### config.mk
export PLATFORM = sky130hd
export DESIGN_NAME = pitt_front
export DESIGN_NICKNAME = d
export VERILOG_FILES = /design/src/sv/pitt_pkg.sv /design/src/sv/pitt_front.sv
export SDC_FILE = /design/constraint.sdc
export NUM_CORES = 1
export LEC_CHECK = 0
export BUFFER_PORTS_ARGS = -buffer_cell sky130_fd_sc_hd__buf_2
export CELL_PAD_IN_SITES_DETAIL_PLACEMENT = 1
export CELL_PAD_IN_SITES_GLOBAL_PLACEMENT = 1
export CORE_UTILIZATION = 39
export DETAILED_ROUTE_END_ITERATION = 8
export PLACE_DENSITY = 0.8
export REMOVE_ABC_BUFFERS = 1
export SYNTH_ARGS = -nofsm -noshare
export SYNTH_HDL_FRONTEND = slang
export SYNTH_SLANG_ARGS = --single-unit
### constraint.sdc
create_clock -name clk -period 2 [get_ports clk]
set_input_delay 0.1 -clock clk [delete_from_list [all_inputs] [get_ports clk]]
set_output_delay 0.1 -clock clk [all_outputs]
set_load 0.02 [all_outputs]
### src/sv/pitt_pkg.sv
package pitt_pkg;

  localparam int COORD_W  = 16;
  localparam int FRAC_W   = 8;   // determinant unit is 2^-(3*FRAC_W)
  localparam int TOL_W    = 53;
  localparam int VOL_W    = 52;
  localparam int DET_W    = 64;
  localparam int DIFF_W   = COORD_W + 1;
  localparam int PROD_W   = 2 * DIFF_W;
  localparam int COF_W    = PROD_W + 1;
  localparam int TERM_W   = DIFF_W + COF_W;
  localparam int NUM_VERT = 4;

  localparam logic [TOL_W-1:0] TOL_RESET = TOL_W'(16777);
  localparam logic [VOL_W-1:0] VOL_MAX   = {VOL_W{1'b1}};

  localparam logic FUNC_LOAD  = 1'b0;
  localparam logic FUNC_QUERY = 1'b1;

  typedef logic signed [COORD_W-1:0] coord_t;

  typedef struct packed {
    logic       func;
    logic [1:0] vertex_index;
    coord_t     x;
    coord_t     y;
    coord_t     z;
  } in_item_t;

  typedef struct packed {
    logic             inside_res;
    logic             inside_or_on;
    logic [VOL_W-1:0] volume;
  } out_item_t;

  typedef struct packed {
    logic       is_query;
    logic [1:0] vidx;
    coord_t     x;
    coord_t     y;
    coord_t     z;
  } q_item_t;

  typedef enum logic [2:0] {
    ST_IDLE, ST_DIFF, ST_MUL1, ST_MUL2, ST_SUM, ST_PREP, ST_DIV, ST_OUT
  } bk_state_t;

endpackage

### src/sv/pitt_front.sv
module pitt_front import pitt_pkg::*; (
  input  logic     clk,
  input  logic     rst_n,
  input  logic     in_valid,
  output logic     in_ready,
  input  in_item_t in_data,
  output logic     q_valid,
  output q_item_t  q_item,
  input  logic     q_pop
);

  q_item_t    ent_r [2];
  logic       wp_r, rp_r;
  logic [1:0] cnt_r;
  logic       push;
  q_item_t    cls;

  assign in_ready = (cnt_r != 2'd2);
  assign push     = in_valid && in_ready;
  assign q_valid  = (cnt_r != 2'd0);
  assign q_item   = ent_r[rp_r];

  always_comb begin
    cls.is_query = (in_data.func == FUNC_QUERY);
    cls.vidx     = in_data.vertex_index;
    cls.x        = in_data.x;
    cls.y        = in_data.y;
    cls.z        = in_data.z;
  end

  always_ff @(posedge clk) begin
    if (!rst_n) begin
      wp_r  <= 1'b0;
      rp_r  <= 1'b0;
      cnt_r <= 2'd0;
    end else begin
      if (push) wp_r <= ~wp_r;
      if (q_pop) rp_r <= ~rp_r;
      if (push && !q_pop) cnt_r <= cnt_r + 2'd1;
      else if (!push && q_pop) cnt_r <= cnt_r - 2'd1;
    end
  end

  always_ff @(posedge clk) begin
    if (push) ent_r[wp_r] <= cls;
  end

endmodule

==> flow_metrics.env <==
export IMPL_status="finished, final reports clean"
export IMPL_cp_slowest_cell="mux2_2"
export IMPL_rsz0062_at_grt="false"
export IMPL_maxSlewViolCount=0
export IMPL_cts_sinks=107
export IMPL_yosysWarnings=0
export IMPL_cp_data_arrival_time_ns=1.55
export IMPL_cap_viol_max_count=0
export IMPL_setup_slack_ns=0.350
export IMPL_critPathCaptureType="output port"
export IMPL_fin_crit_sh_pct=82.5
export IMPL_p_sw_share_pct=26.1
export IMPL_row_count=36
export IMPL_synth_top_area_share_pct=78.4
export IMPL_critPathKind="flop to output port"
export IMPL_path_clk_slew_ns=0.08
export IMPL_grt_max_degree=52
export IMPL_setup_viol=0
export IMPL_dpl_hpwl_um=4510
export IMPL_totalWireLength_um=8220
export IMPL_tns_ns=0
export IMPL_p_leak_nw=2.01
export IMPL_ys_ff_latch=107
export IMPL_synthesis_area_mm2=0.00391
export IMPL_antenna_found_initial=0
export IMPL_core_mm2=0.00973
export IMPL_maxSlewHeadroom_pct=75.4
export IMPL_layout_commonest_cell="buf_2"
export IMPL_worstSkewPairLatency_ns=0.36
export IMPL_p_int_mw=3.65
export IMPL_syn_area_per_cell_um2=21.4
export IMPL_synthDistinctLibCells=18
export IMPL_hp_class="input pin to flop"
export IMPL_initial_utilization_pct=40.2
export IMPL_htreeDepth=3
export IMPL_numCtsBuffers=9
export IMPL_diodes=0
export IMPL_final_cell_mix="buf_2, edfxtp_1, dlygate4sd3_1, mux2_2, clkbuf_8"
export IMPL_ant_nets=0
export IMPL_cts_tree="built"
export IMPL_synth_top_cell_by_area="edfxtp_1"
export IMPL_worstPathMaxFanout=51
export IMPL_synth_area_leaders="edfxtp_1, mux2_2, dfxtp_1, buf_2, and2_1"
export IMPL_fill_cells=953
export IMPL_slowest_delay_ns=0.39
export IMPL_vias_per_cell=4.54
export IMPL_via_count=2221
export IMPL_io_buffers=107
export IMPL_cts_root_buf="clkbuf_8"
export IMPL_p_per_area_mw_per_mm2=926
export IMPL_clock_power_share_pct=24.1
export IMPL_pwr_share_comb_pct=19.8
export IMPL_die_x_um=102
export IMPL_period_needed_ns=1.65
export IMPL_required_ns=1.90
export IMPL_wl_per_cell_um=16.8
export IMPL_grt_pass1_wl_um=12300
export IMPL_drive_gt1_share_pct=51.1
export IMPL_pwr_share_seq_pct=56.1
export IMPL_area_growth_synth_to_final_pct=36.4
export IMPL_grt_ovfl_total=0
export IMPL_final_net_count=407
export IMPL_ff_latch_area_mm2=0.00316
export IMPL_multi_input_area_um2=709
export IMPL_peakVddDrop_mv=0.421
export IMPL_min_path_cells=3
export IMPL_die_area_mm2=0.0104
export IMPL_drtIter0Drc=50
export IMPL_dp_slack_ns=0.442
export IMPL_cts_buffer_depth=2
export IMPL_grt_pass1_vias=2493
export IMPL_io_pins=108
export IMPL_fin_util_pct=54.8
export IMPL_die_y_um=102
export IMPL_cts_setup_buffers=0
export IMPL_grtUsageTotal_pct=16.5
export IMPL_drcViolationCount=0
export IMPL_final_area_mm2=0.00533
export IMPL_hold_viol=0
export IMPL_ys_seq_area_share_pct=80.9
export IMPL_cts_repair_resized=0
export IMPL_placed_cell_area_mm2=0.00464
export IMPL_cp_cell_sequence="buf_12, mux2_2, buf_2"
export IMPL_gp_congestion=0.595
export IMPL_drt_first_pass_iters=4
export IMPL_netlist_instances=183
export IMPL_skew_ns=0.0121
export IMPL_fmax_mhz=606
export IMPL_switching_power_mw=1.29
export IMPL_tightest_slew_ns=0.370
export IMPL_r2r_worst_path_cells=5
export IMPL_start_kind="flop"
==> per-layer routing <==
metal	up-vias	track usage (%)	wire, um
met1	1093	16.9	3100
met2	65	31.6	4630
met4	0	8.57	155
met3	13	3.28	331
met5	-	0	0
li1	1050	-	-
==> path summary, 6_finish.rpt <==
check | from | to | slack [ns]
worst max-delay path | flop | q_item[2] | 0.35
worst min-delay path | in_valid | wp_r | 0.09
worst max register to register | cnt_r[0] | cnt_r[1] | 0.42
worst min register to register | cnt_r[1] | cnt_r[1] | 0.57
==> power by group through the flow <==
stage	combinational (mW)	clock [mW]	sequential, mW
floorplan	0.544	0	2.83
global placement	0.889	0	2.80
detailed placement	0.904	0	2.82
CTS	0.988	1.23	2.77
global route	1.05	1.31	2.79
finish	0.980	1.19	2.77
==> timing repair <==
| item | 4_1_cts | 5_1_grt |
|---|---|---|
| setup endpoints to repair | 0 | 0 |
| endpoints found under the hold margin | 103 | 0 |
| hold buffers | 52 | 0 |
==> flip-flops by register name (all words and copies together), names as in the netlist, named ones only <==
| signal | cells |
|---|---|
| rp_r | 1 |
| wp_r | 1 |
| cnt_r | 2 |
| ent_r | 102 |
==> cell type report <==
class	instances	area share (%)
inverter	2	0.141
timing repair buffer	163	20.8
clock buffer	13	2.98
clock inverter	3	0.282
sequential	107	59.3
tap	133	3.12
multi-input combinational	68	13.3
==> per-stage QoR <==
| stage | cells | power, mW | hold WS (ns) |
|---|---|---|---|
| finish | 489 | 4.94 | 0.0852 |
| global route | 489 | 5.15 | 0.0777 |
| CTS | 489 | 4.99 | 0.0610 |
| detailed placement | 421 | 3.73 | 0.292 |
| global placement | 421 | 3.69 | 0.289 |
| floorplan | 177 | 3.38 | 0.199 |
==> worst max-delay path, delay by kind of cell, from the launching register on <==
kind | cells | cell delay [ns]
buffers and inverters | 2 | 0.45
muxes | 1 | 0.39
DFF | 1 | 0.35
==> cell families (layout without fill, tap and decap cells) <==
logic type               count (synthesis)  after routing  synth area share, %
flip-flops                             107            107                 80.9
buffers and inverters                    8            181                0.960
multiplexers                            51             51                 14.7
AND/OR/NAND/NOR                          9              9                 1.66
adder cells (fa/ha/maj)                  1              1                0.320
XOR/XNOR                                 3              3                0.672
AO/OA/AOI/OAI                            4              4                0.768
==> cell usage after synthesis <==
master      n
a21bo_2     1
dfxtp_1     5
xor2_1      2
or3_1       1
and2_1      4
nand2b_4    1
inv_1       2
o21ai_0     1
buf_2       6
and3_1      1
nand3b_1    1
xnor2_1     1
a21boi_0    1
or2_2       1
ha_1        1
edfxtp_1  102
a21boi_1    1
mux2_2     51
No activity file was read; power rests on OpenSTA's default activity.
